<file path="config.mk">
export PLATFORM = sky130hd
export DESIGN_NAME = apcc_cell
export DESIGN_NICKNAME = d
export VERILOG_FILES = /design/src/hw/rtl/apcc_pkg.sv /design/src/hw/rtl/apcc_cell.sv
export SDC_FILE = /design/constraint.sdc
export NUM_CORES = 1
export LEC_CHECK = 0
export BUFFER_PORTS_ARGS = -buffer_cell sky130_fd_sc_hd__buf_2
export CORE_AREA = 5 5 187 189
export CTS_CLUSTER_DIAMETER = 50
export CTS_CLUSTER_SIZE = 25
export DETAILED_ROUTE_END_ITERATION = 10
export DIE_AREA = 0 0 192 194
export PLACE_DENSITY_LB_ADDON = 0.3
export SLEW_MARGIN = 15
export SYNTH_ARGS = -nofsm -noshare
export SYNTH_HDL_FRONTEND = slang
export SYNTH_SLANG_ARGS = --single-unit
</file>
<file path="constraint.sdc">
create_clock -name clk -period 6.2 [get_ports clk]
set_input_delay 1.24 -clock clk [delete_from_list [all_inputs] [get_ports clk]]
set_output_delay 1.24 -clock clk [all_outputs]
set_load 0.01 [all_outputs]
</file>
<file path="src/hw/rtl/apcc_pkg.sv">
// Shared types and constants for the anchor pair consistency check.
`default_nettype none
package apcc_pkg;
  localparam int unsigned TableDepth = 64;
  localparam int unsigned IdxW       = $clog2(TableDepth);
  localparam int unsigned CountW     = $clog2(TableDepth + 1);
  localparam int unsigned PosW       = 24;
  localparam int unsigned EvalW      = 63;
  localparam int unsigned ShiftW     = 16;
  localparam int unsigned DiffW      = PosW + 3;

  localparam logic [1:0] ReqClear  = 2'd0;
  localparam logic [1:0] ReqAppend = 2'd1;
  localparam logic [1:0] ReqQuery  = 2'd2;

  localparam logic CfgEvalThreshold = 1'b0;
  localparam logic CfgMaxShift      = 1'b1;

  localparam logic [EvalW-1:0]  EvalThresholdReset = 63'h3FF0000000000000;
  localparam logic [ShiftW-1:0] MaxShiftReset      = 16'd50;

  typedef struct packed {
    logic [PosW-1:0]  s1;
    logic [PosW-1:0]  e1;
    logic [PosW-1:0]  s2;
    logic [PosW-1:0]  e2;
    logic [EvalW-1:0] ev;
    logic             valid;
  } anchor_rec_t;

  typedef enum logic [1:0] {
    VerdictSkip,
    VerdictAccept,
    VerdictReject
  } verdict_t;
endpackage
`default_nettype wire

</file>
<file path="src/hw/rtl/apcc_cell.sv">
// One record cell of the rotating record chain.
`default_nettype none
module apcc_cell (
  input  wire                  clk,
  input  wire                  load_en,
  input  wire                  shift_en,
  input  apcc_pkg::anchor_rec_t load_rec,
  input  apcc_pkg::anchor_rec_t neighbor_rec,
  output apcc_pkg::anchor_rec_t rec
);
  import apcc_pkg::*;

  always_ff @(posedge clk) begin
    if (load_en) begin
      rec <= load_rec;
    end else if (shift_en) begin
      rec <= neighbor_rec;
    end
  end
endmodule
`default_nettype wire

</file>
## Word level (Yosys, flattened, before mapping)

Index checks and enable logic that the tools add are counted.

| word-level totals | value |
|---|---|
| flip-flop bits (word level) | 160 |
| latch bits | 0 |
| RAM bits | 0 |
| bits in read-only memories | 0 |
| input port bits | 323 |
| word-level logic and storage cells | 9 |
| memories kept | 0 |

| operators by class | value |
|---|---|
| add/subtract/negate cells | 0 |
| multipliers | 0 |
| div/mod/pow operators | 0 |
| magnitude comparators | 0 |
| equality and inequality tests | 0 |
| shifts and indexed selects | 0 |
| mux-type cells | 2 |
| bitwise logic cells | 0 |
| reduce and logical (&&, ||, !) cells | 1 |

Operators with widths:

| operator | count |
|---|---|
| 160-bit 2-to-1 mux | 2 |
| 2-bit nonzero test | 1 |

## Depth between registers and ports, before layout

| depth | value |
|---|---|
| word-level depth | 2 |
| depth in mapped cells | 4 |

## Worst setup path after synthesis

OpenSTA, ideal clock, no wires.

| path | value |
|---|---|
| path kind | input to register |
| from | input port load_en |
| to | register rec[0] (netlist bit) (enable) |
| arrival | 5.161 ns |
| required time | 5.669 ns |
| slack | 0.508 ns |
| stages on the path | 4 |
| buffers on the path | 3 |
| cell sequence | buf_6 > buf_6 > buf_6 > or2_1 |

| on the way | value |
|---|---|
| longest elaborated chain between the ends | 1 |

Ends and longest elaborated chain:

| element | line | RTL |
|---|---|---|
| start, declared | apcc_cell.sv:5 | `input wire load_en,` |
| 2-bit nonzero test (no line) | - |  |
| end signal, assigned | apcc_cell.sv:15 | `rec <= load_rec;` |
| end signal, assigned | apcc_cell.sv:17 | `rec <= neighbor_rec;` |
| end, declared | apcc_cell.sv:9 | `output apcc_pkg::anchor_rec_t rec` |

Every way passes these cells.
A chain may end at the register's enable or synchronous reset.

## Worst setup path after layout

| path | value |
|---|---|
| from | input port load_en |
| to | register rec[31] (netlist bit) (enable) |

Same word-level chain as after synthesis.

==> results.md <==
- The detailed router placed 4869 vias in this run.
- Summed over all nets, wire length on met2 after detailed routing comes to approximately 11000 µm.
- The sequential cells in the finished layout cover a total of 4805 µm².
- The initial antenna violation count is 1.
- The flow ran to the end, and the final reports show no timing, DRC or antenna violations.
- The overall die area is 37250 µm².
- The first global-routing pass estimated 30770 µm of wire.
- Across the run, the number of max-cap violations was 0.
- Traced cell by cell, the critical path runs through clkbuf_8 -> or2_4 -> buf_12.
- The worst endpoint data arrival time is 3.09 ns.
- The total routed wire length on the met1 layer is a little under 8000 µm.
- Buffers inserted to repair hold after CTS numbered 0.
- The worst setup path is captured at a register.
- Once the clock tree was built, the setup fixing pass inserted 0 buffers.
- At the end of routability-driven placement, the weighted congestion stood at 0.7341.
- The top achievable clock speed is ~330 MHz.
- The floorplan has 67 rows.
- The number of cells in the design after placement is 1253.
- The synthesized netlist cell count is 339.
- The residual antenna-violating net count after detailed routing is 0.
- The buffer depth of the longest clock path is 2.
- The initial standard-cell utilization of the core is 21.46%.
- The synthesis-to-layout area growth is 48.12%.
- After detailed routing, the met3 layer carries 2595 µm of wire.
- The pin count of the biggest net entering global routing is between 150 and 200.
- The dominant delay contributor by cell family on the critical path is buffers and inverters.
- The repair_antennas step left the layout with diodes totalling 0.
- Per report_power, the clock group accounts for 35.6% of the total.
- Using the TritonRoute via totals, the vias-per-cell ratio works out to 3.792.
- The final period utilization is 49.13%.
- The total nets after synthesis is 662.
- The layout net count is 1147.
- The post-route DRC violation count is 0.
- Summed over all layers, the routed wires come to 21820 µm.
- Cells fill a little under a third of the core in the end.
- After synthesis, the mean cell area works out to 20.96 µm².
- The switching power is ~670 µW.
- The delay of the slowest cell on the worst path is around 0.52 ns.
- The total of buffers placed on input and output ports is 482.
- The register with the most flip-flops in the layout has 160 of them.
- The horizontal die dimension is approximately 190 µm.
- The H-tree was split into 4 levels.
- At the pin with the least slew margin, the transition time is 1.146 ns.
- The sequential power share is 47.9%.
- The clock drives 160 sinks.
- The switching share of power is 23.67%.
- The number of detailed-routing iterations run before antenna repair is 4.
- The worst-case vdd ir drop is roughly 0.18 mV.
- The critical path in this run is classified as in -> reg.
- In this run the worst path has a maximum fanout of 160.
- The number of buffers added by the clock tree synthesis step is 17.
- The worst-path cell with the longest stage delay is sky130_fd_sc_hd__clkbuf_8.
- The die extent in y is 194 µm.
- The share of the yosys chip area belonging to registers is slightly below 70%.
- The leakage power of the design is 0.004833 µW.
- In this run the power density over the cells is 269.9 nW/µm².
- For this block, the initial DRC count from the detailed router was between 80 and 90.
- The top layer reached by signal wires is met5.
- Setup violations remaining at the end of the flow were counted as 0.
- The via count of the first global-routing pass was 5184.
- Excluding fillers, the count of instances in the completed layout stands at 1284.
- In this run the worst hold path is classified as in -> reg.
- The synthesized netlist contains 6 unique library cells.
- The master cell of the clock root buffer is sky130_fd_sc_hd__clkbuf_16.
- Synthesis inferred between 150 and 200 register bits.
- The filler cells instantiated in the layout total 3306.
- The setup TNS is 0 ns.
- Cell internal power was estimated by the tool at between 2000 and 2500 µW.
- The worst setup path is launched from a primary input.
- Combinational logic burns 16.5% of the power.
- For this run the aggregate overflow at the end of global routing stands at 0.
- The area of the core is 33110 µm².
- Setup repair after global routing left no endpoint under its margin.
- The number of buffers and inverters on the critical path is 2.
- The overall power of the completed layout is 2840 µW.
- After legalization and detailed placement, the total HPWL measured 17060 µm.
- The fraction of final layout cells sized beyond drive strength 1 is 80.38%.
- The number of pins with negative max-slew slack in the final report is 0.
- The number of warning messages in the yosys log is 0.
- The cell area that synthesis handed to floorplanning was 7106 µm².
- The TritonCTS clock tree is built.
- The worst path in the final design needs a cycle of 3.046 ns, including I/O delays and setup.
- The largest registers in the layout are rec: 160 flops.
- Dividing the detail-routed wire length by the instance count gives 16.99 µm.
- In this run the tightest slew margin relative to its limit is 23.62%.
- The clock-pin slew on the worst setup and hold paths is 0.06 ns.
- The number of top-level pins is slightly below 500.
- In the global route stage, overall resource usage came out at 11.19%.
- In the final layout, the multi-input gates occupy 2145 µm².
- The register ranked first by flip-flop count is rec.
- The number of hold-slack violations in the final timing report is 0.
- The number of cells upsized or downsized after cts is 0.
- The required time of the critical path is between 6 and 7 ns.
==> metal layers <==
metal / track usage [%] / up-vias
li1: - / 2308
met1: 11.59 / 2254
met2: 19.69 / 291
met3: 4.915 / 14
met4: 4.517 / 2
met5: 0 / -
==> path summary, 6_finish.rpt <==
path	startpoint	to	depth (start not counted)
hold / removal	load_rec[87]	rec[87]	2
setup / recovery	load_en	rec[31]	3
==> cells by family (layout without fill, tap and decap cells) <==
logic type    count (synthesis)  in the layout  share of synthesized area [%]
flops                       160            160                          67.62
simple gates                  1              1                        0.08810
mux                         160            160                          30.06
buf+inv                      18            515                          2.236
==> synthesized netlist by cell type <==
| library cell | number | share of area, % |
|---|---|---|
| sky130_fd_sc_hd__or2_1 | 1 | 0.088 |
| sky130_fd_sc_hd__mux2_2 | 71 | 11 |
| sky130_fd_sc_hd__edfxtp_1 | 160 | 68 |
| sky130_fd_sc_hd__mux2_4 | 89 | 19 |
| sky130_fd_sc_hd__buf_2 | 7 | 0.49 |
| sky130_fd_sc_hd__buf_6 | 11 | 1.7 |
==> power groups by stage <==
stage	logic [µW]	clock network, µW	registers [µW]
2_1_floorplan	155	0	1460
3_3_place_gp	482	0	1380
3_5_place_dp	483	0	1380
4_1_cts	483	1060	1360
5_1_grt	508	1100	1370
6_report	469	1010	1360
==> metrics by stage <==
step	cell area, µm²	hold slack (ns)	worst slack (ns)
floorplan	7106	1.457	0.5077
global placement	9971	1.541	2.888
detailed placement	9971	1.543	2.897
CTS	10530	1.059	3.349
global route	10530	1.063	3.236
finish	10530	1.105	3.154
==> layout make-up <==
cell class	instances	share of cell area, %
clock buffer	20	4.149
tap	448	5.326
multi-input combinational	161	20.38
timing repair buffer	484	23.38
sequential	160	45.65
clock inverter	11	1.117
==> placed cells by master, fill, tap and decap left out, drive strengths merged <==
master	netlist	layout
clkinv	0	8
clkinvlp	0	1
or2	1	1
bufinv	0	2
mux2	160	160
buf	18	483
edfxtp	160	160
clkbuf	0	21
Note: power is estimated with default switching activity, not from simulation.
