[src/hw/rtl/apcc_pkg.sv]
// Shared types and constants for the anchor pair consistency check.
`default_nettype none
package apcc_pkg;
  localparam int unsigned TableDepth = 64;
  localparam int unsigned IdxW       = $clog2(TableDepth);
  localparam int unsigned CountW     = $clog2(TableDepth + 1);
  localparam int unsigned PosW       = 24;
  localparam int unsigned EvalW      = 63;
  localparam int unsigned ShiftW     = 16;
  localparam int unsigned DiffW      = PosW + 3;

  localparam logic [1:0] ReqClear  = 2'd0;
  localparam logic [1:0] ReqAppend = 2'd1;
  localparam logic [1:0] ReqQuery  = 2'd2;

  localparam logic CfgEvalThreshold = 1'b0;
  localparam logic CfgMaxShift      = 1'b1;

  localparam logic [EvalW-1:0]  EvalThresholdReset = 63'h3FF0000000000000;
  localparam logic [ShiftW-1:0] MaxShiftReset      = 16'd50;

  typedef struct packed {
    logic [PosW-1:0]  s1;
    logic [PosW-1:0]  e1;
    logic [PosW-1:0]  s2;
    logic [PosW-1:0]  e2;
    logic [EvalW-1:0] ev;
    logic             valid;
  } anchor_rec_t;

  typedef enum logic [1:0] {
    VerdictSkip,
    VerdictAccept,
    VerdictReject
  } verdict_t;
endpackage
`default_nettype wire

[src/hw/rtl/apcc_eval.sv]
// Checks one stored record against the query interval pair.
`default_nettype none
module apcc_eval (
  input  apcc_pkg::anchor_rec_t       rec,
  input  wire [apcc_pkg::PosW-1:0]    s1,
  input  wire [apcc_pkg::PosW-1:0]    e1,
  input  wire [apcc_pkg::PosW-1:0]    s2,
  input  wire [apcc_pkg::PosW-1:0]    e2,
  input  wire [apcc_pkg::EvalW-1:0]   eval_threshold,
  input  wire [apcc_pkg::ShiftW-1:0]  max_shift,
  output apcc_pkg::verdict_t          verdict
);
  import apcc_pkg::*;

  logic [PosW-1:0] os1, os2, oe1, oe2;
  logic signed [DiffW-1:0] dstart, dstop, astart, astop, lim;

  always_comb begin
    os1 = (s1 > rec.s1) ? s1 : rec.s1;
    os2 = (s2 > rec.s2) ? s2 : rec.s2;
    oe1 = (e1 < rec.e1) ? e1 : rec.e1;
    oe2 = (e2 < rec.e2) ? e2 : rec.e2;
    dstart = $signed({3'b000, os1}) - $signed({3'b000, os2})
           - ($signed({3'b000, rec.s1}) - $signed({3'b000, rec.s2}));
    dstop  = $signed({3'b000, oe1}) - $signed({3'b000, oe2})
           - ($signed({3'b000, rec.e1}) - $signed({3'b000, rec.e2}));
    astart = dstart[DiffW-1] ? -dstart : dstart;
    astop  = dstop[DiffW-1] ? -dstop : dstop;
    lim    = $signed({{(DiffW-ShiftW){1'b0}}, max_shift});

    if (!rec.valid || rec.ev > eval_threshold) begin
      verdict = VerdictSkip;
    end else if (e1 < rec.s1 && e2 < rec.s2) begin
      verdict = VerdictAccept;
    end else if (s1 > rec.e1 && s2 > rec.e2) begin
      verdict = VerdictSkip;
    end else if ((e2 > rec.e2 && e1 < rec.s1) || (e1 > rec.e1 && e2 < rec.s2) ||
                 (s1 < rec.s1 && s2 > rec.e2) || (s2 < rec.s2 && s1 > rec.e1)) begin
      verdict = VerdictReject;
    end else if (astart > lim || astop > lim) begin
      verdict = VerdictReject;
    end else begin
      verdict = VerdictSkip;
    end
  end
endmodule
`default_nettype wire

[config.mk]
export PLATFORM = sky130hd
export DESIGN_NAME = apcc_eval
export DESIGN_NICKNAME = d
export VERILOG_FILES = /design/src/hw/rtl/apcc_pkg.sv /design/src/hw/rtl/apcc_eval.sv
export SDC_FILE = /design/constraint.sdc
export NUM_CORES = 1
export LEC_CHECK = 0
export BUFFER_PORTS_ARGS = -buffer_cell sky130_fd_sc_hd__buf_4
export CELL_PAD_IN_SITES_DETAIL_PLACEMENT = 2
export CELL_PAD_IN_SITES_GLOBAL_PLACEMENT = 2
export CORE_UTILIZATION = 25
export DETAILED_ROUTE_END_ITERATION = 10
export GPL_TIMING_DRIVEN = 1
export PLACE_DENSITY_LB_ADDON = 0.1
export SLEW_MARGIN = 30
export SYNTH_ARGS = -nofsm -noshare
export SYNTH_HDL_FRONTEND = slang
export SYNTH_SLANG_ARGS = --single-unit
[constraint.sdc]
create_clock -name vclk -period 17.35
set_input_delay 3.47 -clock vclk [all_inputs]
set_output_delay 3.47 -clock vclk [all_outputs]
set_load 0.02 [all_outputs]
* Word-level counts from Yosys, hierarchy flattened
Cells that the tools add are included.
Operators by class: add/sub/neg operators 8, order comparisons 15, muxes and demuxes 11, reductions and logical operators 12
Operator list (count):
- greater-than comparator 24 bit | 6
- less-than comparator 24 bit | 6
- subtractor 24 x 24 -> 25 bit | 4
- two-way mux 24 bit | 4
- greater-than comparator 63 bit | 1
- greater-than comparator 27 x 17 -> 1 bit | 2
- two-way mux 27 bit | 2
- negation 26 -> 27 bit | 2
- subtractor 25 x 25 -> 26 bit | 2
- two-way mux 2 bit | 5
- logical AND 1 bit | 6
- logical OR 1 bit | 5
- logical NOT 1 bit | 1
Word-level totals: bits in registers 0, input bits 335

* Logic depth before layout (Yosys ltp)
depth after elaboration 13, gate-level depth with buffers 53

* Worst setup path after synthesis
No wires, ideal clock.
kind input port to output port, start input port rec[97] (netlist bit), end output port verdict[1], arrival time 13.123 ns, required time 13.880 ns, setup slack 0.757 ns, cell stages on the path 51, buffers on the path 3, cell sequence inv_1 -> ha_1 -> a21o_1 -> a21o_1 -> a21oi_1 -> nor2_1 -> a211oi_1 -> nor2_1 -> nor3_1 -> a21o_1 -> clkbuf_1 -> clkbuf_1 -> nand2_1 -> o21ai_0 -> ha_1 -> inv_1 -> fa_1 -> a21o_1 -> [... 15 more ...] -> a2111oi_2 -> nor2_2 -> a41oi_1 -> clkbuf_1 -> o21ai_0 -> xor2_1 -> ha_1 -> and3_1 -> a22oi_1 -> o211ai_1 -> a221oi_1 -> o22ai_1 -> a211oi_1 -> o2111ai_1 -> a311oi_1 -> nand4_1 -> nor4b_2 -> a311oi_1
Between the ends: longest elaborated chain between the ends 13
Ends and longest elaborated chain:
- start, declared | line apcc_eval.sv:4 | input apcc_pkg::anchor_rec_t rec,
- greater-than comparator 24 bit | line apcc_eval.sv:20 | os2 = (s2 > rec.s2) ? s2 : rec.s2;
- two-way mux 24 bit | line apcc_eval.sv:20
- subtractor 24 x 24 -> 25 bit | line apcc_eval.sv:23 | dstart = $signed({3'b000, os1}) - $signed({3'b000, os2})
- subtractor 25 x 25 -> 26 bit | line apcc_eval.sv:24 | - ($signed({3'b000, rec.s1}) - $signed({3'b000, rec.s2}));
- negation 26 -> 27 bit | line apcc_eval.sv:27 | astart = dstart[DiffW-1] ? -dstart : dstart;
- two-way mux 27 bit | line apcc_eval.sv:27
- greater-than comparator 27 x 17 -> 1 bit | line apcc_eval.sv:40 | end else if (astart > lim || astop > lim) begin
- logical OR 1 bit | line apcc_eval.sv:40
- two-way mux 2 bit | line apcc_eval.sv:40
- two-way mux 2 bit | line apcc_eval.sv:37 | end else if ((e2 > rec.e2 && e1 < rec.s1) || (e1 > rec.e1 && e2 < rec.s2) ||
- two-way mux 2 bit | line apcc_eval.sv:35 | end else if (s1 > rec.e1 && s2 > rec.e2) begin
- two-way mux 2 bit (*) | line apcc_eval.sv:33 | end else if (e1 < rec.s1 && e2 < rec.s2) begin
- two-way mux 2 bit (*) | line apcc_eval.sv:31 | if (!rec.valid || rec.ev > eval_threshold) begin
- end, declared | line apcc_eval.sv:11 | output apcc_pkg::verdict_t verdict
Mark *: on every way between the ends. The rest lies on a longest branch, timed or not.

* Final worst setup path
start input port rec[153] (netlist bit), end output port verdict[1]
Between the ends: longest elaborated chain between the ends 13
Ends and longest elaborated chain:
- greater-than comparator 24 bit | line apcc_eval.sv:19 | os1 = (s1 > rec.s1) ? s1 : rec.s1;
- two-way mux 24 bit | line apcc_eval.sv:19
- subtractor 24 x 24 -> 25 bit | line apcc_eval.sv:23
- subtractor 25 x 25 -> 26 bit | line apcc_eval.sv:24
- negation 26 -> 27 bit | line apcc_eval.sv:27
- two-way mux 27 bit | line apcc_eval.sv:27
- greater-than comparator 27 x 17 -> 1 bit | line apcc_eval.sv:40
- logical OR 1 bit | line apcc_eval.sv:40
- two-way mux 2 bit | line apcc_eval.sv:40
- two-way mux 2 bit | line apcc_eval.sv:37
- two-way mux 2 bit | line apcc_eval.sv:35
- two-way mux 2 bit (*) | line apcc_eval.sv:33
- two-way mux 2 bit (*) | line apcc_eval.sv:31
Marked as above.

==> impl_metrics.env <==
export IMPL_vias=17500
export IMPL_setup_viol=0
export IMPL_powerDensity_nw_per_um2=125
export IMPL_dp_slack_ns=-0.332
export IMPL_cp_arrival_ns=13.29
export IMPL_maxCapViolations=0
export IMPL_portBuffers=337
export IMPL_dieArea_um2=64400
export IMPL_drt_initial_drc_count=528
export IMPL_fillers=7423
export IMPL_path_delay_family="compound AO/OA/AOI/OAI gates"
export IMPL_wl_per_cell_um=23.2
export IMPL_grt_max_degree=28
export IMPL_die_height_um=254
export IMPL_drcViolationCount=0
export IMPL_hold_start="rec[0]"
export IMPL_crit_fanout=7
export IMPL_final_cell_count_no_fill=3336
export IMPL_hold_class="input pin to output port"
export IMPL_final_layout_size_suffix_gt1_share_pct=20.3
export IMPL_max_slew_margin_pct=30.6
export IMPL_fin_crit_sh_pct=96.6
export IMPL_fp_dieW_um=254
export IMPL_cpMostUsedCell="buf_4"
export IMPL_synth_cells=2141
export IMPL_dp_hpwl_um=71600
export IMPL_worst_pin_slew_ns=1.03
export IMPL_place_congestion=0.959
export IMPL_synth_area_um2=15800
export IMPL_ios=337
export IMPL_crit_type="input pin to output port"
export IMPL_antenna_found_initial=1
export IMPL_syn_nets=2915
export IMPL_firstDrtPassIters=5
export IMPL_fin_nets=3275
export IMPL_seq_area_um2=0
export IMPL_period_minus_slack_ns=16.76
export IMPL_core_um2=62200
export IMPL_start_kind="input pin"
export IMPL_seq_area_frac_synth_pct=0
export IMPL_critical_path_max_stage_delay_ns=0.40
export IMPL_critical_path_buf_inv_count=7
export IMPL_grt_pass1_wl_um=115000
export IMPL_slew_viol_final=0
export IMPL_timing_fmax_ghz=0.0597
export IMPL_total_power_uw=2480
export IMPL_grt_ovfl_total=0
export IMPL_placedCellCount=3326
export IMPL_layout_area_overhead_vs_synth_pct=25.4
export IMPL_final_area_um2=19900
export IMPL_diodes=0
export IMPL_viasPerCell=5.26
export IMPL_placementRows=91
export IMPL_avgSynthCellArea_um2=7.40
export IMPL_p_leak_uw=0.0101
export IMPL_wirelength_um=77500
export IMPL_place_area_um2=19600
export IMPL_seq_cells=0
export IMPL_min_to="verdict[1]"
export IMPL_path_depth=48
export IMPL_whs_ns=7.42
export IMPL_final_clkbuf_count=0
export IMPL_ys_warn_count=0
export IMPL_initial_core_util_pct=25.5
export IMPL_worst_setup_path_end_kind="output port"
export IMPL_drtAntennaViolNets=0
export IMPL_status="completed"
export IMPL_crit_required_ns=13.88
export IMPL_grt_pass1_vias=19000
export IMPL_finalHoldViolCount=0
export IMPL_synth_cell_types=94
export IMPL_ir_worst_vdd_uv=50.9
export IMPL_hold_buffers=0
export IMPL_hold_depth=4
export IMPL_finalWorstSetupSlack_ns=0.588
export IMPL_slowest_stage="mux2_2"
export IMPL_track_usage_pct=23.4
layout make-up:
| cell class | instances | area [um2] | area share, % |
|---|---|---|---|
| inverter | 226 | 848 | 4.27 |
| tap | 837 | 1050 | 5.27 |
| timing repair buffer | 396 | 2990 | 15.1 |
| multi-input combinational | 1877 | 15000 | 75.4 |
stage by stage:
| step | TNS (ns) | util, % |
|---|---|---|
| 3_5_place_dp | -0.332 | 31.5 |
| 5_1_grt | -0.0755 | 31.9 |
| 3_3_place_gp | 0 | 31.5 |
| 2_1_floorplan | 0 | - |
| 4_1_cts | 0 | 31.5 |
| 6_report | 0 | 31.9 |
tightest hold or removal path: cells and delay by family:
kind,cells,cell delay (ns)
AO/OA/AOI/OAI,2,0.22
buffers and inverters,2,0.25
report_power, final:
part	internal [uW]	leakage (uW)	switching, uW
Clock	0	0	0
Combinational	1000	0.0101	1480
Sequential	0	0	0
worst max-delay path by stage:
stage / slack, ns / end / start
floorplan: 0.76 / verdict[1] / rec[97]
global placement: 0.08 / verdict[1] / rec[89]
detailed placement: -0.33 / verdict[1] / rec[91]
CTS: 0.01 / verdict[1] / rec[105]
global route: -0.08 / verdict[1] / rec[105]
finish: 0.59 / verdict[1] / rec[153]
Yosys cell counts (6+ instances only):
library cell	n	area share, %
ha_1	433	34
inv_1	226	5.4
a21oi_1	169	5.3
o21ai_0	132	4.2
nor2_1	129	3.1
nand2_1	126	3.0
a21o_1	93	4.4
xnor2_1	86	4.8
nand4_1	65	2.6
xor2_1	57	3.2
nor3_1	56	1.8
mux2i_1	49	3.1
nand3_1	44	1.4
nor2b_1	31	1.2
nand2b_1	30	1.2
a211oi_1	28	1.3
o21a_1	25	1.2
mux2_2	23	1.6
clkbuf_1	22	0.52
o211ai_1	21	1.0
a31oi_1	19	0.75
and3_1	17	0.67
o21bai_1	17	0.81
or2_2	17	0.67
o31ai_1	15	0.71
or3_1	14	0.55
and2_1	12	0.47
a211o_1	10	0.55
nor4_1	10	0.40
a2111oi_0	9	0.50
o2111ai_1	7	0.39
o21ai_1	7	0.22
a21boi_0	6	0.28
fa_1	6	0.76
nand3b_1	6	0.28
o31a_1	6	0.33
logic make-up (layout without fill, tap and decap cells):
| kind of cell | Yosys count | in the layout | share of synthesized area (%) |
|---|---|---|---|
| buffers and inverters | 264 | 622 | 6.66 |
| and+or+nand+nor | 586 | 586 | 19.1 |
| adders and majority gates | 439 | 439 | 35.0 |
| muxes | 72 | 72 | 4.73 |
| xor gates and xnor gates | 145 | 145 | 8.11 |
| AOI/OAI and AO/OA | 635 | 635 | 26.4 |
timing repair:
action	in CTS	in global routing
setup endpoints to repair	1	1
setup buffers	0	11
resized for setup	4	43
pin swaps	3	18
placed cells by master, fill, tap and decap left out, types with 12 or more instances in the layout:
master    instances
nor2_1          129
inv_1           225
nand3_1          44
o31ai_1          15
or2_2            17
buf_4           393
and2_1           12
a21oi_1         160
xor2_1           57
ha_1            432
xnor2_1          86
nor2b_1          31
mux2_2           23
nand2b_1         30
a21o_1           93
nand4_1          65
o21ai_0         127
mux2i_1          47
o21bai_1         17
nand2_1         126
a21oi_2          12
o21a_1           25
or3_1            13
nor3_1           53
a31oi_1          18
o211ai_1         21
a211oi_1         26
and3_1           17
per-layer routing:
metal	routed length [um]	global-route usage (%)	share of wire, %
met4	1120	3.05	1.4
met5	0	0	0
met3	1620	0.686	2.1
met1	38200	32.4	49
met2	36600	41.0	47
(Power assumes the default switching activity.)
